[src/pee_pkg.sv]
// ----------------------------------------------------------------------------
// pee_pkg
// Types and constants shared by the postfix evaluator files.
// ----------------------------------------------------------------------------
`default_nettype none

package pee_pkg;

   localparam int DATA_W              = 32;
   localparam int SYM_W               = 8;
   localparam int STACK_DEPTH_DEFAULT = 16;

   // ASCII codes
   localparam logic [SYM_W-1:0] SYM_ZERO  = 8'h30;
   localparam logic [SYM_W-1:0] SYM_NINE  = 8'h39;
   localparam logic [SYM_W-1:0] SYM_PLUS  = 8'h2B;
   localparam logic [SYM_W-1:0] SYM_MINUS = 8'h2D;
   localparam logic [SYM_W-1:0] SYM_STAR  = 8'h2A;
   localparam logic [SYM_W-1:0] SYM_SLASH = 8'h2F;

   // value returned by a pop from an empty stack (-999)
   localparam logic [DATA_W-1:0] ERR_VALUE = 32'hFFFF_FC19;

   typedef enum logic [3:0] {
      S_IDLE,
      S_EXEC,
      S_POP2,
      S_POP2_WAIT,
      S_POP1,
      S_POP1_WAIT,
      S_ALU,
      S_DIV,
      S_PUSH,
      S_FIN,
      S_FIN_WAIT,
      S_EMIT
   } state_type;

   typedef enum logic [1:0] {
      OP_ADD,
      OP_SUB,
      OP_MUL,
      OP_DIV
   } op_type;

   typedef struct packed {
      logic              start;
      logic [DATA_W-1:0] dividend;
      logic [DATA_W-1:0] divisor;
   } div_cmd_type;

   typedef struct packed {
      logic              done;
      logic [DATA_W-1:0] quotient;
   } div_res_type;

endpackage

`default_nettype wire

[src/pee_divider.sv]
// ----------------------------------------------------------------------------
// pee_divider
// Iterative signed divider, one quotient bit per cycle, truncating to zero.
// ----------------------------------------------------------------------------
`default_nettype none

module pee_divider import pee_pkg::*; (
   input  wire logic        clock,
   input  wire logic        reset,
   input  wire div_cmd_type cmd,
   output div_res_type      res
);

   localparam int CNT_W = $clog2(DATA_W);

   logic              busy_ff, busy_in;
   logic              fin_ff, fin_in;
   logic              done_ff, done_in;
   logic              neg_ff, neg_in;
   logic [CNT_W-1:0]  count_ff, count_in;
   logic [DATA_W-1:0] rem_ff, rem_in;
   logic [DATA_W-1:0] quo_ff, quo_in;
   logic [DATA_W-1:0] dvs_ff, dvs_in;
   logic [DATA_W-1:0] q_out_ff, q_out_in;

   logic [DATA_W-1:0] mag_a, mag_b;
   logic [DATA_W:0]   shifted, diff;
   logic              take;

   assign mag_a   = cmd.dividend[DATA_W-1] ? (DATA_W'(0) - cmd.dividend) : cmd.dividend;
   assign mag_b   = cmd.divisor[DATA_W-1]  ? (DATA_W'(0) - cmd.divisor)  : cmd.divisor;
   assign shifted = {rem_ff, quo_ff[DATA_W-1]};
   assign diff    = shifted - {1'b0, dvs_ff};
   assign take    = ~diff[DATA_W];

   always_comb begin
      busy_in  = busy_ff;
      fin_in   = 1'b0;
      done_in  = fin_ff;
      neg_in   = neg_ff;
      count_in = count_ff;
      rem_in   = rem_ff;
      quo_in   = quo_ff;
      dvs_in   = dvs_ff;
      q_out_in = q_out_ff;
      if (cmd.start && !busy_ff) begin
         busy_in  = 1'b1;
         neg_in   = cmd.dividend[DATA_W-1] ^ cmd.divisor[DATA_W-1];
         count_in = CNT_W'(DATA_W - 1);
         rem_in   = '0;
         quo_in   = mag_a;
         dvs_in   = mag_b;
      end else if (busy_ff) begin
         rem_in   = take ? diff[DATA_W-1:0] : shifted[DATA_W-1:0];
         quo_in   = {quo_ff[DATA_W-2:0], take};
         count_in = count_ff - CNT_W'(1);
         if (count_ff == '0) begin
            busy_in = 1'b0;
            fin_in  = 1'b1;
         end
      end
      if (fin_ff) begin
         q_out_in = neg_ff ? (DATA_W'(0) - quo_ff) : quo_ff;
      end
   end

   always_ff @(posedge clock) begin
      if (reset) begin
         busy_ff <= 1'b0;
         fin_ff  <= 1'b0;
         done_ff <= 1'b0;
      end else begin
         busy_ff <= busy_in;
         fin_ff  <= fin_in;
         done_ff <= done_in;
      end
   end

   always_ff @(posedge clock) begin
      neg_ff   <= neg_in;
      count_ff <= count_in;
      rem_ff   <= rem_in;
      quo_ff   <= quo_in;
      dvs_ff   <= dvs_in;
      q_out_ff <= q_out_in;
   end

   assign res.done     = done_ff;
   assign res.quotient = q_out_ff;

endmodule

`default_nettype wire

[config.mk]
export PLATFORM = sky130hd
export DESIGN_NAME = pee_divider
export DESIGN_NICKNAME = d
export VERILOG_FILES = /design/src/pee_pkg.sv /design/src/pee_divider.sv
export SDC_FILE = /design/constraint.sdc
export NUM_CORES = 1
export LEC_CHECK = 0
export BUFFER_PORTS_ARGS = -buffer_cell sky130_fd_sc_hd__buf_2
export CAP_MARGIN = 20
export CORE_MARGIN = 4
export CORE_UTILIZATION = 60
export DETAILED_ROUTE_END_ITERATION = 7
export PLACE_DENSITY = 0.82
export SLEW_MARGIN = 15
export SYNTH_ARGS = -nofsm -noshare
export SYNTH_HDL_FRONTEND = slang
export SYNTH_SLANG_ARGS = --single-unit
[constraint.sdc]
create_clock -name clock -period 10 [get_ports clock]
set_input_delay 1.5 -clock clock [delete_from_list [all_inputs] [get_ports clock]]
set_output_delay 1.5 -clock clock [all_outputs]
set_load 0.05 [all_outputs]
Yosys cells after proc, flatten, opt, wreduce, memory -nomap -nowiden
Cells that the tools add are included.
- add/sub/neg operators: 5
- muxes and demuxes: 10
- bitwise operators: 3
- reduce and logical (&&, ||, !) cells: 5
- operator list (kind ; count):
    $mux W32 ; 5
    $sub A1 B32 Y32 const A ; 3
    $sub A33 B32 Y33 ; 1
    $mux W31 ; 1
    $logic_not A5 Y1 ; 1
    $sub A5 B1 Y5 const B ; 1
    $mux W1 ; 4
    $reduce_or A3 Y1 ; 1
    $not A1 Y1 ; 2
    $reduce_bool A2 Y1 ; 1
    $logic_and A1 B1 Y1 ; 1
    $logic_not A1 Y1 ; 1
    $xor A1 B1 Y1 ; 1
- bits in registers: 137
- bits of input ports: 67
- output and inout bits: 33
- word-level logic and storage cells: 33

Longest topological paths before layout
- word-level depth: 4
- mapped depth: 14
- mapped depth without buffers: 13

Worst setup path before layout
Ideal clock, no wire load.
- kind: input to register
- start: input cmd[5] in the netlist's numbering
- end: register dvs_ff[29], data pin
- library setup time: 0.263 ns
- arrival: 4.038 ns
- slack: 5.699 ns
- stages: 7
- path buffers: 0
- path through: or4_1 -> or3_1 -> or3_1 -> or3_4 -> or4_4 -> o41ai_2 -> xnor2_1
- cells in the longest elaborated chain, start to end: 2
- ends and longest elaborated chain (element ; RTL line ; RTL):
    start: declaration ; pee_divider.sv:10 ; input wire div_cmd_type cmd,
    $sub A1 B32 Y32 ; pee_divider.sv:31 ; assign mag_b = cmd.divisor[DATA_W-1] ? (DATA_W'(0) - cmd.divisor) : cmd.divisor;
    $mux W31 ; pee_divider.sv:31 ;
    net mag_b[29] ; pee_divider.sv:26 ; logic [DATA_W-1:0] mag_a, mag_b;
    end signal: assignment ; pee_divider.sv:84 ; dvs_ff <= dvs_in;
    end: declaration ; pee_divider.sv:23 ; logic [DATA_W-1:0] dvs_ff, dvs_in;
The timed path passes the listed nets, and every way through them passes these cells.
A chain may end at the register's enable or synchronous reset.

Worst setup path after layout
Same ends and word-level chain as after synthesis.

==> results.toml <==
[run_status]
status = "finished, final reports clean"

[clock_network]
post_cts_buffers = 0
tritoncts_clock_tree = "built"
ctsRootBufferMaster = "sky130_fd_sc_hd__clkbuf_16"
total_cts_buffers = 17
cts.sinks = 137
cts-hold-fix-buffers = 0
worst_skew_pair.late_latency_ps = 420
cts-resized-gates = 0
ctsLongestPathBuffers = 2
h-tree-depth = 4
path_clk_slew_ps = 60

[critical_path]
critPathArrivalTime_ps = 4380
highest_fanout_seen_on_the_critical_path = 5
cp_data_required_time_ps = 10160
kind_of_critical_path = "in2reg"
startpoint_type = "primary input"
cp_capture_type = "register"

[grt]
global_route_wire_length_before_repair_um = 28800
first_global_vias = 6192
grt.total_usage_pct = 22.1
pin_count_of_the_biggest_net_entering_global_routing = 67
grt_overflow = 0
grt_antenna_before_repair = 0

[logic_synthesis]
synth.mux.area_fraction_pct = 3.81
ys_types = 58
basic_gate_share_of_the_synthesized_area_counting_and_or_nand_and_nor_cells_pct = 13.3
synthesis.yosys.warnings = 0
ys_ff_latch = 137
post_synth_instance_area_mm2 = 0.00840
synth_top_cell_area_share_pct = 34.7
ys_top_cells_by_area = "sky130_fd_sc_hd__edfxtp_1 (35%), sky130_fd_sc_hd__dfxtp_1 (9.5%), sky130_fd_sc_hd__xnor2_1 (8.3%), sky130_fd_sc_hd__o21ai_0 (6.1%), sky130_fd_sc_hd__ha_1 (5.4%)"
synth_sequential_area_ratio_pct = 44.2
syn_area_per_cell_um2 = 9.81
synth_enable_flop_cells = 97
synth_largest_area_cell = "sky130_fd_sc_hd__edfxtp_1"
ys_top_cells_by_count = "sky130_fd_sc_hd__nand2_1 (102), sky130_fd_sc_hd__o21ai_0 (102), sky130_fd_sc_hd__edfxtp_1 (97)"
synthesis.nets = 960
netlist_instances = 856
combinational_family_with_the_most_area_after_synthesis = "compound AO/OA/AOI/OAI gates"
primary_ff_master_synth = "sky130_fd_sc_hd__edfxtp_1"
synth-compound-area-share_pct = 16.7
ys_async_sr_fraction_pct = 0
synth_fa_ha_area_share_pct = 5.60
synth_xor_area_share_pct = 12.5

[layout]
area_delta_synth_final_pct = 14.5
stdcell_area_mm2 = 0.00962
insertedDiodeCount = 0
num-fill-cells = 1048
finish.utilization_pct = 71.5
drive_above_1_share_pct = 15.9
final_cells = 1138
nets = 1053

[power_and_ir_drop]
sw_frac_of_total_pct = 33.8
p_seq_share_pct = 36.1
net_load_switching_power_mw = 0.747
power_density_mw_per_mm2 = 230
internal_dissipation_mw = 1.46
vdd.ir_drop.worst_mv = 0.185
pwr-share-clk_pct = 27.3
total_power_mw = 2.21
power.combinational.fraction_pct = 36.6
leak_nw = 3.88

[timing]
tns_ps = 0
clock_skew_ps = 8.77
relSlewSlack_pct = 33.7
layout_worst_path_cycle_share_pct = 42.2
grt_setup_unrepaired = "false"
fin_hold_ws_ps = 460
setup_viol_count_final = 0
maxClockFrequency_mhz = 237
report.final.hold_viol_count = 0
final-max-slew-violation-count = 0
layout_setup_ws_ps = 5780
final_period_minus_worst_setup_slack_ps = 4220
tightest_slew_ps = 991

[detailed_routing]
dr.first_iter.drc_count = 381
drtAntennaViolNets = 0
post_drt_via_cell_ratio = 5.68
wirelength_um = 17300
vias = 6469
detail_route.drc_violations = 0
wl_per_cell_um = 15.2
detail_route.first_pass.iterations = 5

[die]
floorplan.die_area_mm2 = 0.0160
die_h_um = 126
floorplan.core_area_mm2 = 0.0135
ios = 100
effective_utilization_at_floorplan_pct = 62.4
rows = 42
overall_die_width_um = 126

[placement]
place_worst_setup_slack_ps = 5370
detailed_place_hpwl_um = 12400
place_congestion = 0.876
numPlacedInstances = 1106
buffer_ports.inserted = 99
postPlaceCellArea_mm2 = 0.00904

[min_path]
min-delay-path-class = "reg2reg"

[job]
maxCapViolCount = 0
## sequential cells by signal, indices dropped and copies added, names as in the netlist
| signal | count |
|---|---|
| dvs_ff | 32 |
| q_out_ff | 32 |
| quo_ff | 32 |
| rem_ff | 32 |
| count_ff | 5 |
| busy_ff | 1 |
| done_ff | 1 |
| done_in | 1 |
| neg_ff | 1 |
## worst max-delay path, stage by stage
cell	delay [ps]
sky130_fd_sc_hd__buf_2	120
sky130_fd_sc_hd__or4_1	550
sky130_fd_sc_hd__or3_1	370
sky130_fd_sc_hd__or3_1	430
sky130_fd_sc_hd__or3_4	410
sky130_fd_sc_hd__or4_4	530
sky130_fd_sc_hd__o41ai_2	350
sky130_fd_sc_hd__xnor2_1	110
## routing by layer
layer	global-route usage, %	up-vias	wire length, um
li1	-	3294	-
met1	28.1	3002	7650
met2	38.0	149	8470
met3	4.08	24	796
met4	7.76	0	342
met5	0	-	0
## worst paths after layout
check                   from          to  slack (ps)  depth (start not counted)
setup / recovery      cmd[5]  dvs_ff[29]        5780                          8
hold / removal       done_in     done_ff         460                          1
setup reg to reg  quo_ff[31]  rem_ff[14]        5840                         14
hold reg to reg      done_in     done_ff         460                          1
## power by group through the flow
stage	Combinational, mW	Sequential [mW]	Clock, mW
finish	0.808	0.797	0.603
detailed placement	0.796	0.806	0
global placement	0.774	0.803	0
floorplan	0.653	0.782	0
global route	0.907	0.809	0.637
CTS	0.806	0.796	0.615
## cells by family after synthesis
| family | count (synthesis) |
|---|---|
| compound gates | 229 |
| simple gates | 218 |
| flops | 137 |
| xor+xnor | 120 |
| buf+inv | 83 |
| fa+ha+maj | 37 |
| mux | 32 |
## placed cells by master (no fill, tap or decap), types with 32 or more instances in the layout
| cell type | instances |
|---|---|
| sky130_fd_sc_hd__ha_1 | 36 |
| sky130_fd_sc_hd__a21oi_1 | 44 |
| sky130_fd_sc_hd__inv_1 | 52 |
| sky130_fd_sc_hd__buf_2 | 99 |
| sky130_fd_sc_hd__dfxtp_1 | 40 |
| sky130_fd_sc_hd__xnor2_1 | 79 |
| sky130_fd_sc_hd__edfxtp_1 | 97 |
| sky130_fd_sc_hd__mux2i_1 | 32 |
| sky130_fd_sc_hd__o21ai_0 | 102 |
| sky130_fd_sc_hd__nand2_1 | 101 |
| sky130_fd_sc_hd__xor2_1 | 40 |
## final cells by class
cell class / count / area (um^2) / share of cell area [%]
Sequential cell: 137 / 3710 / 38.6
Tap cell: 176 / 220 / 2.29
Inverter: 53 / 199 / 2.07
Clock buffer: 27 / 515 / 5.36
Timing Repair Buffer: 104 / 533 / 5.54
Multi-Input combinational cell: 636 / 4380 / 45.5
Clock inverter: 5 / 60.1 / 0.624
Power figures use the tool's default switching activity.
