File: src/pee_ram.sv
// ----------------------------------------------------------------------------
// pee_ram
// Generic single-write, single-read RAM with registered read data.
// ----------------------------------------------------------------------------
`default_nettype none

module pee_ram #(
   parameter int WIDTH = 32,
   parameter int DEPTH = 16
) (
   input  wire logic                     clock,
   input  wire logic                     wr_en,
   input  wire logic [$clog2(DEPTH)-1:0] wr_addr,
   input  wire logic [WIDTH-1:0]         wr_data,
   input  wire logic                     rd_en,
   input  wire logic [$clog2(DEPTH)-1:0] rd_addr,
   output logic      [WIDTH-1:0]         rd_data
);

   logic [WIDTH-1:0] mem [DEPTH];

   always_ff @(posedge clock) begin
      if (wr_en) begin
         mem[wr_addr] <= wr_data;
      end
      if (rd_en) begin
         rd_data <= mem[rd_addr];
      end
   end

endmodule

`default_nettype wire

File: config.mk
export PLATFORM = sky130hd
export DESIGN_NAME = pee_ram
export DESIGN_NICKNAME = d
export VERILOG_FILES = /design/src/pee_ram.sv
export SDC_FILE = /design/constraint.sdc
export NUM_CORES = 1
export LEC_CHECK = 0
export ABC_CLOCK_PERIOD_IN_PS = 3350
export BUFFER_PORTS_ARGS = -buffer_cell sky130_fd_sc_hd__buf_2
export CAP_MARGIN = 10
export CORE_MARGIN = 2
export CORE_UTILIZATION = 58
export CTS_BUF_LIST = sky130_fd_sc_hd__clkbuf_8
export CTS_CLUSTER_SIZE = 14
export DETAILED_ROUTE_END_ITERATION = 10
export PLACE_DENSITY = 0.78
export REMOVE_ABC_BUFFERS = 1
export SYNTH_ARGS = -nofsm -noshare
export SYNTH_HDL_FRONTEND = slang
export SYNTH_SLANG_ARGS = --single-unit
File: constraint.sdc
create_clock -name clock -period 3.35 [get_ports clock]
set_clock_uncertainty 0.1 [all_clocks]
set_input_delay 0.335 -clock clock [delete_from_list [all_inputs] [get_ports clock]]
set_output_delay 0.335 -clock clock [all_outputs]
set_load 0.03 [all_outputs]
# ---- Yosys cells after proc, flatten, opt, wreduce, memory -nomap -nowiden
# Memories as Yosys holds them, arrays and structs flattened. A register that Yosys moved wholly into a read port is not among the register bits.
# Cells that the tools add are included.
dict set report classes {
  mux 2
}
# operator n
set ops {}
lappend ops {{1-bit two-way mux} 2}
dict set report word_totals {
  memories 1
  ramBits 512
  inputBits 43
  register_bits 0
}
# memory words word_bits rd rd_ports_with_merged_regs write_ports line_no
set memory_table {}
lappend memory_table {mem 16 32 1 1 1 20} ;# logic [WIDTH-1:0] mem [DEPTH];

# ---- Longest topological paths before layout
# Gate-level depths: netlist of the first run.
dict set report logic_depth {
  word_depth 2
  mapped_depth 5
  depth_no_buf 3
}

# ---- Worst setup path before layout of the first run
# No wires, ideal clock.
dict set report synth_timing {
  path_type {input to register}
  from {input port wr_addr[2]}
  to {memory mem[0][0] (enable)}
  arrival_ps 3053
  path_stages 2
  path_slack_ps -265
  n_path_buf 0
  cell_sequence {or3b_2 > nor3_1}
}
# element line_no
set synth_rtl {}
lappend synth_rtl {{start, declared} 13} ;# input wire logic [$clog2(DEPTH)-1:0] wr_addr,
lappend synth_rtl {{end, declared} 20}
# Straight into the memory's write port.

==> impl_metrics.xml, run 1 <==
<?xml version="1.0" encoding="UTF-8"?>
<metrics>
  <group name="routing">
    <metric name="via_per_inst" unit="">6.16</metric>
    <metric name="num_vias" unit="">9461</metric>
    <metric name="detail_route.drc_violations" unit="">0</metric>
    <metric name="route.antenna.remaining_nets" unit="">0</metric>
    <metric name="detail_route.wl_per_cell" unit="um">26.6</metric>
    <metric name="totalWireLength" unit="um">40800</metric>
    <metric name="initialDrtViolationCount" unit="">925</metric>
    <metric name="drtPass1Iterations" unit="">7</metric>
  </group>
  <group name="sta">
    <metric name="unrepaired_setup_endpoints_after_global_routing" unit="">no</metric>
    <metric name="max_freq" unit="GHz">0.580</metric>
    <metric name="min_period" unit="ps">1720</metric>
    <metric name="final-setup-viol-count" unit="">0</metric>
    <metric name="holdWs" unit="ps">260</metric>
    <metric name="worstMarginPinSlew" unit="ps">1190</metric>
    <metric name="timing.final.max_slew_violations" unit="">0</metric>
    <metric name="setup_tns" unit="ps">0</metric>
    <metric name="slew-limit-headroom" unit="">0.205</metric>
    <metric name="final_min_period_over_clock_period" unit="">0.515</metric>
    <metric name="finalHoldViolCount" unit="">0</metric>
  </group>
  <group name="grt">
    <metric name="grt_use_total" unit="">0.236</metric>
    <metric name="grt_antenna_before_repair" unit="">1</metric>
    <metric name="global_route_wire_length_before_repair" unit="um">61600</metric>
    <metric name="first_global_vias" unit="">10100</metric>
    <metric name="overflow" unit="">0</metric>
    <metric name="largest_net_degree_at_the_start_of_global_routing" unit="">39</metric>
  </group>
  <group name="cells_and_area">
    <metric name="final-instance-count-excl-fill" unit="">1536</metric>
    <metric name="layout-drive-gt1-share" unit="">0.331</metric>
    <metric name="area.growth.synth_to_final" unit="%">15.1</metric>
    <metric name="final_cell_mix" unit="">sky130_fd_sc_hd__edfxtp_1, sky130_fd_sc_hd__mux4_2, sky130_fd_sc_hd__clkbuf_8, sky130_fd_sc_hd__buf_2, sky130_fd_sc_hd__a22oi_1</metric>
    <metric name="fin_nets" unit="">1065</metric>
    <metric name="final_common_cell" unit="">sky130_fd_sc_hd__edfxtp_1</metric>
    <metric name="final_design_area_no_fill" unit="mm2">0.0232</metric>
  </group>
  <group name="floorplan">
    <metric name="die_footprint" unit="mm2">0.0363</metric>
    <metric name="top_level_pins" unit="">75</metric>
    <metric name="effective_utilization_at_floorplan" unit="">0.587</metric>
    <metric name="core.rowCount" unit="">68</metric>
    <metric name="die_w" unit="um">191</metric>
    <metric name="die_h" unit="um">191</metric>
    <metric name="core_area" unit="mm2">0.0344</metric>
  </group>
  <group name="placement">
    <metric name="placedInstanceArea" unit="mm2">0.0214</metric>
    <metric name="final_wtd_congestion" unit="">0.751</metric>
    <metric name="place_inst" unit="">1360</metric>
    <metric name="placement.io_buffers" unit="">74</metric>
    <metric name="post-dp-hpwl" unit="um">21700</metric>
  </group>
  <group name="clock_network">
    <metric name="cts_hold_buffers" unit="">32</metric>
    <metric name="clock_buffer_depth" unit="">3</metric>
    <metric name="path_clk_slew" unit="ps">60</metric>
    <metric name="cts_made_buffers" unit="">83</metric>
    <metric name="number_of_buffers_added_for_setup_after_cts" unit="">0</metric>
    <metric name="cts_max_level" unit="">3</metric>
    <metric name="cts_tree" unit="">yes</metric>
    <metric name="clock_latency_on_the_worst_skew_pair" unit="ps">630</metric>
    <metric name="cts-root-buf" unit="">sky130_fd_sc_hd__clkbuf_8</metric>
    <metric name="post_cts_resize_count" unit="">0</metric>
    <metric name="clock_sinks" unit="">544</metric>
  </group>
  <group name="pwr">
    <metric name="power.ir.vdd_worst" unit="V">0.000525</metric>
    <metric name="p_per_area" unit="mW/mm2">580</metric>
    <metric name="power_total" unit="W">0.0135</metric>
    <metric name="p_leak" unit="nW">7.57</metric>
  </group>
  <group name="setup_path">
    <metric name="timing.critical_path.required" unit="ps">3620</metric>
    <metric name="cp_max_fo" unit="">29</metric>
    <metric name="endpoint_kind" unit="">flop</metric>
    <metric name="cp_data_arrival_time" unit="ps">2000</metric>
    <metric name="cp-start-kind" unit="">primary input</metric>
    <metric name="timing.setup.critical_path_class" unit="">primary input to flop</metric>
  </group>
  <group name="job">
    <metric name="cap_viol_max_count" unit="">0</metric>
  </group>
  <group name="synth">
    <metric name="synth-seq-area-share" unit="">0.810</metric>
    <metric name="per_instance_average_area_after_synthesis" unit="um2">24.1</metric>
    <metric name="post_synth_instance_area" unit="mm2">0.0202</metric>
    <metric name="syn_inst" unit="">838</metric>
    <metric name="ys_seq_elements" unit="">544</metric>
    <metric name="synth_cell_type_count" unit="">17</metric>
    <metric name="yosysWarnings" unit="">0</metric>
  </group>
  <group name="worst_hold_path">
    <metric name="hold_path_class" unit="">primary input to flop</metric>
  </group>
  <group name="outcome">
    <metric name="run_status" unit="">completed</metric>
  </group>
</metrics>
==> sequential cells by signal, indices dropped and copies added, names as in the netlist <==
signal,count
rd_data,32
mem,512
==> power by group <==
group          internal [W]  total (W)  switching, W
Combinational      0.000298   0.000752      0.000453
Sequential          0.00767    0.00772     0.0000434
Clock               0.00258    0.00499       0.00241
Total                0.0106     0.0135       0.00291
==> cell usage after synthesis <==
master,instances,share of area
sky130_fd_sc_hd__a22oi_1,64,0.024
sky130_fd_sc_hd__and2_1,1,0.00031
sky130_fd_sc_hd__buf_1,9,0.0017
sky130_fd_sc_hd__buf_2,4,0.00099
sky130_fd_sc_hd__buf_4,11,0.0041
sky130_fd_sc_hd__buf_6,2,0.0011
sky130_fd_sc_hd__clkbuf_1,17,0.0032
sky130_fd_sc_hd__edfxtp_1,544,0.81
sky130_fd_sc_hd__mux4_2,128,0.14
sky130_fd_sc_hd__nand2_1,33,0.0061
sky130_fd_sc_hd__nand2b_1,2,0.00062
sky130_fd_sc_hd__nand3_1,1,0.00025
sky130_fd_sc_hd__nand3b_1,2,0.00074
sky130_fd_sc_hd__nor2_1,13,0.0024
sky130_fd_sc_hd__nor2b_1,2,0.00062
sky130_fd_sc_hd__nor3_1,4,0.00099
sky130_fd_sc_hd__or3b_2,1,0.00043
==> metrics by stage <==
step                       util  worst slack [ps]
after floorplan               -              -265
after global placement    0.623               992
after detailed placement  0.623               957
after CTS                 0.676              1610
after global routing      0.676              1540
final                     0.676              1630
==> final cells by class <==
cell class                 count  area (um2)
tap                          455         569
antenna                        1        2.50
clock inverter                58         327
sequential                   544       16300
fill                        2112       11100
clock buffer                  85        1170
multi-input combinational    251        3750
timing repair buffer         142        1070
==> per-layer routing <==
layer  track usage  share of wire  up-vias
li1              -              -     3986
met1         0.313           0.38     4982
met2         0.397           0.52      408
met3        0.0473          0.071       85
met4        0.0838          0.024        0
met5             0              0        -
==> critical path: stages <==
cell,delay [ps]
sky130_fd_sc_hd__clkbuf_8,340
sky130_fd_sc_hd__buf_4,350
sky130_fd_sc_hd__mux4_2,540
sky130_fd_sc_hd__a22oi_1,320
sky130_fd_sc_hd__nand2_1,80
==> worst paths after layout <==
kind                                           start  slack, ps  depth (start not counted)                    end
worst max-delay path                      rd_addr[0]       1630                          5  rd_data[10]$_DFFE_PP_
worst min register to register  mem[6][26]$_DFFE_PP_        650                          3  rd_data[26]$_DFFE_PP_
worst min-delay path                      wr_addr[1]        260                          3  mem[12][16]$_DFFE_PP_
worst max register to register  mem[3][14]$_DFFE_PP_       1770                          3  rd_data[14]$_DFFE_PP_
==> cells by family (layout without fill, tap and decap cells) <==
| logic type | Yosys count | in the layout | share of synthesized area |
|---|---|---|---|
| AND/OR/NAND/NOR | 59 | 59 | 0.0125 |
| AO/OA/AOI/OAI | 64 | 64 | 0.0238 |
| other | 0 | 1 | 0 |
| multiplexers | 128 | 128 | 0.143 |
| flip-flops | 544 | 544 | 0.810 |
| buffers and inverters | 43 | 285 | 0.0110 |
(Power assumes the default switching activity.)
==> run 2, diff against run 1 <==
ABC_CLOCK_PERIOD_IN_PS = 1600   (was 3350)
CORE_UTILIZATION = 64   (was 58)
PLACE_DENSITY = 0.82   (was 0.78)
clock period = 1.6 ns   (was 3.35 ns; I/O delays follow)
==> run 2 against run 1 <==
Against the previous run: combinational power up 130%; design area grew 2.5%; sequential share of layout area shrank 1.7 points; clock power rose by 100%; power is 110% higher.
==> impl_metrics.xml, run 2 (synthesis results as in run 1) <==
<?xml version="1.0" encoding="UTF-8"?>
<metrics>
  <group name="sta">
    <metric name="timing.final.ws_setup" unit="ps">54.6</metric>
    <metric name="timing.final.max_slew_violations" unit="">0</metric>
    <metric name="slew-limit-headroom" unit="">0.191</metric>
    <metric name="max_freq" unit="GHz">0.647</metric>
    <metric name="final_min_period_over_clock_period" unit="">0.966</metric>
    <metric name="setup_tns" unit="ps">0</metric>
    <metric name="finalHoldViolCount" unit="">0</metric>
    <metric name="worstMarginPinSlew" unit="ps">1210</metric>
    <metric name="final-setup-viol-count" unit="">0</metric>
    <metric name="min_period" unit="ps">1550</metric>
    <metric name="unrepaired_setup_endpoints_after_global_routing" unit="">no</metric>
  </group>
  <group name="cells_and_area">
    <metric name="largest_register_ff_count" unit="">512</metric>
    <metric name="layout-drive-gt1-share" unit="">0.357</metric>
    <metric name="final-instance-count-excl-fill" unit="">1527</metric>
    <metric name="final_common_cell" unit="">sky130_fd_sc_hd__edfxtp_1</metric>
    <metric name="final_cell_mix" unit="">sky130_fd_sc_hd__edfxtp_1, sky130_fd_sc_hd__mux4_2, sky130_fd_sc_hd__clkbuf_8, sky130_fd_sc_hd__buf_2, sky130_fd_sc_hd__a22oi_1</metric>
    <metric name="final_design_area_no_fill" unit="mm2">0.0238</metric>
    <metric name="biggest_register" unit="">mem</metric>
    <metric name="area.growth.synth_to_final" unit="%">18.0</metric>
    <metric name="largestRegisters" unit="">mem: 512 flops, rd_data: 32 flops</metric>
    <metric name="fin_nets" unit="">1103</metric>
  </group>
  <group name="clock_network">
    <metric name="clock_sinks" unit="">544</metric>
    <metric name="clock_latency_on_the_worst_skew_pair" unit="ps">610</metric>
    <metric name="cts_tree" unit="">yes</metric>
    <metric name="path_clk_slew" unit="ps">60</metric>
    <metric name="cts_max_level" unit="">3</metric>
    <metric name="number_of_buffers_added_for_setup_after_cts" unit="">0</metric>
    <metric name="cts-root-buf" unit="">sky130_fd_sc_hd__clkbuf_8</metric>
    <metric name="clock_buffer_depth" unit="">3</metric>
    <metric name="cts_made_buffers" unit="">84</metric>
  </group>
  <group name="floorplan">
    <metric name="core_area" unit="mm2">0.0313</metric>
    <metric name="core.rowCount" unit="">65</metric>
    <metric name="die_w" unit="um">182</metric>
    <metric name="top_level_pins" unit="">75</metric>
    <metric name="effective_utilization_at_floorplan" unit="">0.644</metric>
    <metric name="die_footprint" unit="mm2">0.0330</metric>
    <metric name="die_h" unit="um">182</metric>
  </group>
  <group name="setup_path">
    <metric name="timing.critical_path.required" unit="ps">1860</metric>
    <metric name="cp_data_arrival_time" unit="ps">1800</metric>
    <metric name="timing.reg2reg.setup_slack" unit="ps">50</metric>
    <metric name="crit-reg2reg-launch" unit="">mem[0][26]$_DFFE_PP_</metric>
    <metric name="rr_endpoint" unit="">rd_data[26]$_DFFE_PP_</metric>
    <metric name="endpoint_kind" unit="">flop</metric>
    <metric name="rr_worst_depth" unit="">3</metric>
    <metric name="cp-start-kind" unit="">flop</metric>
    <metric name="cp_max_fo" unit="">1</metric>
    <metric name="timing.setup.critical_path_class" unit="">flop to flop</metric>
  </group>
  <group name="grt">
    <metric name="grt_use_total" unit="">0.273</metric>
    <metric name="largest_net_degree_at_the_start_of_global_routing" unit="">34</metric>
    <metric name="global_route_wire_length_before_repair" unit="um">64200</metric>
    <metric name="grt_antenna_before_repair" unit="">1</metric>
    <metric name="overflow" unit="">0</metric>
    <metric name="first_global_vias" unit="">10300</metric>
  </group>
  <group name="worst_hold_path">
    <metric name="worst_hold_path.endpoint" unit="">mem[0][0]$_DFFE_PP_</metric>
    <metric name="hold_depth" unit="">3</metric>
    <metric name="hold_path_class" unit="">primary input to flop</metric>
    <metric name="worstHoldStart" unit="">wr_addr[0]</metric>
  </group>
  <group name="routing">
    <metric name="num_vias" unit="">9806</metric>
    <metric name="via_per_inst" unit="">6.42</metric>
    <metric name="detail_route.drc_violations" unit="">0</metric>
    <metric name="initialDrtViolationCount" unit="">1116</metric>
    <metric name="totalWireLength" unit="um">43300</metric>
    <metric name="route.antenna.remaining_nets" unit="">0</metric>
    <metric name="drtPass1Iterations" unit="">7</metric>
    <metric name="detail_route.wl_per_cell" unit="um">28.3</metric>
  </group>
  <group name="placement">
    <metric name="placement.setup.worst_slack" unit="ps">-309</metric>
    <metric name="placement.io_buffers" unit="">74</metric>
    <metric name="post-dp-hpwl" unit="um">24200</metric>
    <metric name="place_inst" unit="">1343</metric>
    <metric name="final_wtd_congestion" unit="">0.774</metric>
    <metric name="placedInstanceArea" unit="mm2">0.0220</metric>
  </group>
  <group name="pwr">
    <metric name="p_switching" unit="W">0.00617</metric>
    <metric name="p_int" unit="W">0.0218</metric>
    <metric name="power.ir.vdd_worst" unit="V">0.00109</metric>
    <metric name="p_leak" unit="nW">7.87</metric>
    <metric name="pwr-share-seq" unit="">0.577</metric>
    <metric name="net_sw_frac" unit="">0.220</metric>
    <metric name="pwr-share-clk" unit="">0.362</metric>
    <metric name="combinational_power_share" unit="">0.061</metric>
    <metric name="power_total" unit="W">0.0280</metric>
    <metric name="p_per_area" unit="mW/mm2">1180</metric>
  </group>
  <group name="job">
    <metric name="cap_viol_max_count" unit="">0</metric>
  </group>
  <group name="outcome">
    <metric name="run_status" unit="">completed</metric>
  </group>
</metrics>
==> run 2: cell types whose count changed in the layout (fill, tap and decap cells not counted), sizes merged <==
cell,delta
buf,+36
bufinv,-3
clkbuf,+2
clkinv,+6
clkinvlp,-1
dlygate4sd3,+1
inv,+3
==> run 2: repair_timing <==
action | CTS | global route
hold buffers | 33 | 0
resized for setup | 1 | 2
setup endpoints to repair | 1 | 2
hold endpoints to repair | 544 | 0
==> run 2: power by group through the flow <==
stage / combinational (W) / sequential [W] / clock (W)
final: 0.00171 / 0.0162 / 0.0101
after CTS: 0.00171 / 0.0162 / 0.0103
after global routing: 0.00181 / 0.0162 / 0.0109
after floorplan: 0.000615 / 0.0166 / 0
after detailed placement: 0.00164 / 0.0165 / 0
after global placement: 0.00159 / 0.0164 / 0
==> run 2: layout make-up <==
class / instances / area (um2)
flip-flops and latches: 544 / 16300
repair buffers: 179 / 1730
diodes: 1 / 2.50
multi-input cells: 251 / 3760
clock buffers: 87 / 1200
clock inverters: 63 / 272
fillers: 1565 / 7510
well taps: 402 / 503
==> run 2: stage by stage <==
stage / hold WS (ps) / utilization
after global placement: 423 / 0.702
final: 45.6 / 0.760
after CTS: 27.1 / 0.760
after detailed placement: 439 / 0.702
after floorplan: 159 / -
after global routing: 26.0 / 0.760
==> run 2: how the worst max path moves through the flow <==
stage,startpoint,endpoint,slack [ps]
global route,mem[2][0]$_DFFE_PP_,rd_data[0]$_DFFE_PP_,1
CTS,mem[11][21]$_DFFE_PP_,rd_data[21]$_DFFE_PP_,10
finish,mem[0][26]$_DFFE_PP_,rd_data[26]$_DFFE_PP_,50
floorplan,wr_addr[2],mem[0][0]$_DFFE_PP_,-1840
global placement,rd_addr[2],rd_data[21]$_DFFE_PP_,-290
detailed placement,rd_addr[0],rd_data[17]$_DFFE_PP_,-310
==> run 2: routing by layer <==
metal | wire length [um] | GRT usage | vias to the layer above
li1 | - | - | 4077
met1 | 16300 | 0.387 | 5079
met2 | 22000 | 0.447 | 558
met3 | 3950 | 0.0469 | 92
met4 | 1070 | 0.0846 | 0
met5 | 0 | 0 | -
==> run 2: critical path, stage by stage, from the launching register on <==
cell                       delay, ps
sky130_fd_sc_hd__edfxtp_1        390
sky130_fd_sc_hd__mux4_2          460
sky130_fd_sc_hd__a22oi_1         260
sky130_fd_sc_hd__nand2_1          90
==> run 3, diff against run 2 <==
CELL_PAD_IN_SITES_DETAIL_PLACEMENT = 1   (was not set)
CELL_PAD_IN_SITES_GLOBAL_PLACEMENT = 2   (was not set)
CORE_UTILIZATION = 52   (was 64)
HOLD_SLACK_MARGIN = 0.06   (was not set)
PLACE_DENSITY = not set   (was 0.82)
PLACE_DENSITY_LB_ADDON = 0.1   (was not set)
REMOVE_ABC_BUFFERS = not set   (was 1)
==> run 3 against run 2 <==
Against the previous run: flip-flop and latch count unchanged; worst hold slack improved by 53 ps; register-to-register slack got worse by 20 ps; final cell count increased by 8.3%; global-route usage decreased by 3.3 points; first-iteration DRC count decreased by 26%; design area increased by 1.6%; clock power increased by 7%; power increased by 2.6%.
==> impl_metrics.xml, run 3 (synthesis results as in run 1) <==
<?xml version="1.0" encoding="UTF-8"?>
<metrics>
  <group name="pwr">
    <metric name="p_leak" unit="nW">7.94</metric>
    <metric name="p_per_area" unit="mW/mm2">1190</metric>
    <metric name="power_total" unit="W">0.0287</metric>
    <metric name="power.ir.vdd_worst" unit="V">0.000908</metric>
  </group>
  <group name="setup_path">
    <metric name="endpoint_kind" unit="">flop</metric>
    <metric name="critical_path_depth" unit="">3</metric>
    <metric name="worst_path_max_delay_cell" unit="">sky130_fd_sc_hd__mux4_2</metric>
    <metric name="cp_num_buf_inv" unit="">0</metric>
    <metric name="rr_endpoint" unit="">rd_data[25]$_DFFE_PP_</metric>
    <metric name="critical-path-top-delay-family" unit="">multiplexers</metric>
    <metric name="cp_data_arrival_time" unit="ps">1830</metric>
    <metric name="timing.setup.critical_path_class" unit="">flop to flop</metric>
    <metric name="rr_worst_depth" unit="">3</metric>
    <metric name="timing.critical_path.required" unit="ps">1860</metric>
    <metric name="endpoint" unit="">rd_data[25]$_DFFE_PP_</metric>
    <metric name="cp_max_fo" unit="">1</metric>
    <metric name="timing.reg2reg.setup_slack" unit="ps">30</metric>
    <metric name="crit_start" unit="">mem[3][25]$_DFFE_PP_</metric>
    <metric name="timing.critical_path.cells" unit="">mux4_2, a22oi_1, nand2_1</metric>
    <metric name="cp_slowest_stage_delay" unit="ps">480</metric>
    <metric name="crit-reg2reg-launch" unit="">mem[3][25]$_DFFE_PP_</metric>
    <metric name="cp-start-kind" unit="">flop</metric>
  </group>
  <group name="cells_and_area">
    <metric name="final_util" unit="">0.628</metric>
    <metric name="area.growth.synth_to_final" unit="%">19.8</metric>
    <metric name="n_antenna_cell" unit="">0</metric>
    <metric name="final_common_cell" unit="">sky130_fd_sc_hd__edfxtp_1</metric>
    <metric name="fin_nets" unit="">1114</metric>
    <metric name="largest_register_ff_count" unit="">512</metric>
    <metric name="layout-drive-gt1-share" unit="">0.362</metric>
    <metric name="biggest_register" unit="">mem</metric>
    <metric name="largestRegisters" unit="">mem: 512 flops, rd_data: 32 flops</metric>
    <metric name="final_cell_mix" unit="">sky130_fd_sc_hd__edfxtp_1, sky130_fd_sc_hd__mux4_2, sky130_fd_sc_hd__clkbuf_8, sky130_fd_sc_hd__buf_2, sky130_fd_sc_hd__a22oi_1</metric>
  </group>
  <group name="floorplan">
    <metric name="die_footprint" unit="mm2">0.0404</metric>
    <metric name="core.rowCount" unit="">72</metric>
    <metric name="effective_utilization_at_floorplan" unit="">0.524</metric>
    <metric name="core_area" unit="mm2">0.0385</metric>
    <metric name="die_h" unit="um">201</metric>
    <metric name="die_w" unit="um">201</metric>
    <metric name="top_level_pins" unit="">75</metric>
  </group>
  <group name="sta">
    <metric name="timing.final.max_slew_violations" unit="">0</metric>
    <metric name="min_period" unit="ps">1570</metric>
    <metric name="worstMarginPinSlew" unit="ps">981</metric>
    <metric name="final_min_period_over_clock_period" unit="">0.980</metric>
    <metric name="final-setup-viol-count" unit="">0</metric>
    <metric name="unrepaired_setup_endpoints_after_global_routing" unit="">no</metric>
    <metric name="max_freq" unit="GHz">0.638</metric>
    <metric name="finalHoldViolCount" unit="">0</metric>
    <metric name="slew-limit-headroom" unit="">0.344</metric>
    <metric name="timing.final.ws_setup" unit="ps">32.1</metric>
  </group>
  <group name="routing">
    <metric name="detail_route.wl_per_cell" unit="um">28.1</metric>
    <metric name="totalWireLength" unit="um">46400</metric>
    <metric name="num_vias" unit="">9669</metric>
    <metric name="initialDrtViolationCount" unit="">823</metric>
    <metric name="via_per_inst" unit="">5.85</metric>
    <metric name="drtPass1Iterations" unit="">5</metric>
    <metric name="detail_route.drc_violations" unit="">0</metric>
    <metric name="route.antenna.remaining_nets" unit="">0</metric>
  </group>
  <group name="job">
    <metric name="cap_viol_max_count" unit="">0</metric>
  </group>
  <group name="clock_network">
    <metric name="cts_made_buffers" unit="">87</metric>
    <metric name="clock_sinks" unit="">544</metric>
    <metric name="clock_buffer_depth" unit="">3</metric>
    <metric name="clock_latency_on_the_worst_skew_pair" unit="ps">630</metric>
    <metric name="cts_max_level" unit="">3</metric>
    <metric name="cts-root-buf" unit="">sky130_fd_sc_hd__clkbuf_8</metric>
    <metric name="cts_tree" unit="">yes</metric>
    <metric name="path_clk_slew" unit="ps">50</metric>
  </group>
  <group name="grt">
    <metric name="global_route_wire_length_before_repair" unit="um">69900</metric>
    <metric name="grt_use_total" unit="">0.240</metric>
    <metric name="grt_antenna_before_repair" unit="">1</metric>
    <metric name="largest_net_degree_at_the_start_of_global_routing" unit="">49</metric>
    <metric name="overflow" unit="">0</metric>
    <metric name="first_global_vias" unit="">10900</metric>
  </group>
  <group name="outcome">
    <metric name="run_status" unit="">completed</metric>
  </group>
  <group name="synth">
    <metric name="syn_nets" unit="">881</metric>
  </group>
  <group name="placement">
    <metric name="placement.io_buffers" unit="">74</metric>
    <metric name="placement.setup.worst_slack" unit="ps">-338</metric>
    <metric name="final_wtd_congestion" unit="">0.729</metric>
    <metric name="post-dp-hpwl" unit="um">27000</metric>
  </group>
  <group name="worst_hold_path">
    <metric name="worstHoldStart" unit="">wr_addr[2]</metric>
    <metric name="hold_path_class" unit="">primary input to flop</metric>
  </group>
</metrics>
## run 3: cell types whose count changed in the layout (fill, tap and decap cells not counted), moves of 4 or more
| cell | before | now |
|---|---|---|
| sky130_fd_sc_hd__nor3_2 | 4 | 0 |
| sky130_fd_sc_hd__nor3_4 | 0 | 4 |
| sky130_fd_sc_hd__buf_4 | 35 | 41 |
| sky130_fd_sc_hd__clkinv_1 | 19 | 30 |
| sky130_fd_sc_hd__clkinv_2 | 11 | 5 |
| sky130_fd_sc_hd__inv_1 | 28 | 22 |
## run 3: layout make-up
| class | instances | area, um2 |
|---|---|---|
| clock buffers | 89 | 1220 |
| clock inverters | 64 | 340 |
| fillers | 3147 | 14300 |
| multi-input cells | 251 | 3820 |
| flip-flops and latches | 544 | 16300 |
| well taps | 518 | 648 |
| repair buffers | 187 | 1800 |
## run 3: worst min path at each step
stage	to	cells after the start	slack (ps)
global placement	mem[12][30]$_DFFE_PP_	1	410
detailed placement	mem[4][11]$_DFFE_PP_	1	450
finish	mem[0][3]$_DFFE_PP_	4	100
floorplan	mem[0][0]$_DFFE_PP_	0	160
global route	mem[0][3]$_DFFE_PP_	4	90
CTS	mem[0][3]$_DFFE_PP_	4	60
## run 3: report_power, final
part           leakage (nW)  internal, W  switching, W
sequential             4.94       0.0161     0.0000908
clock                 0.867      0.00562       0.00520
combinational          2.13     0.000744       0.00102
## run 3: worst min-delay path: cells and delay by family
kind                   cells  cell delay [ps]
buffers and inverters      2              260
AND/OR/NAND/NOR            2              210
## run 3: layer usage
layer,global-route usage,wire [um]
met1,0.337,19400
met2,0.393,23300
met3,0.0446,2980
met4,0.0643,751
met5,0,12
## run 3: what timing repair did
action | CTS | global route
pin swaps | 0 | 1
gates resized for setup | 3 | 4
endpoints found under the setup margin | 2 | 5
hold buffers | 34 | 0
gates cloned | 0 | 0
hold endpoints to repair | 561 | 0
buffers inserted | 0 | 0
## run 3: metrics by stage
| step | cell area, um2 | hold slack [ps] | std cells | setup TNS (ps) |
|---|---|---|---|---|
| final | 24200 | 98.2 | 1653 | 0 |
| after CTS | 24200 | 62.4 | 1653 | 0 |
| after floorplan | 20400 | 159 | 838 | -36100 |
| after global routing | 24200 | 89.3 | 1653 | 0 |
| after detailed placement | 22200 | 447 | 1466 | -21010 |
| after global placement | 22200 | 408 | 1466 | -17080 |
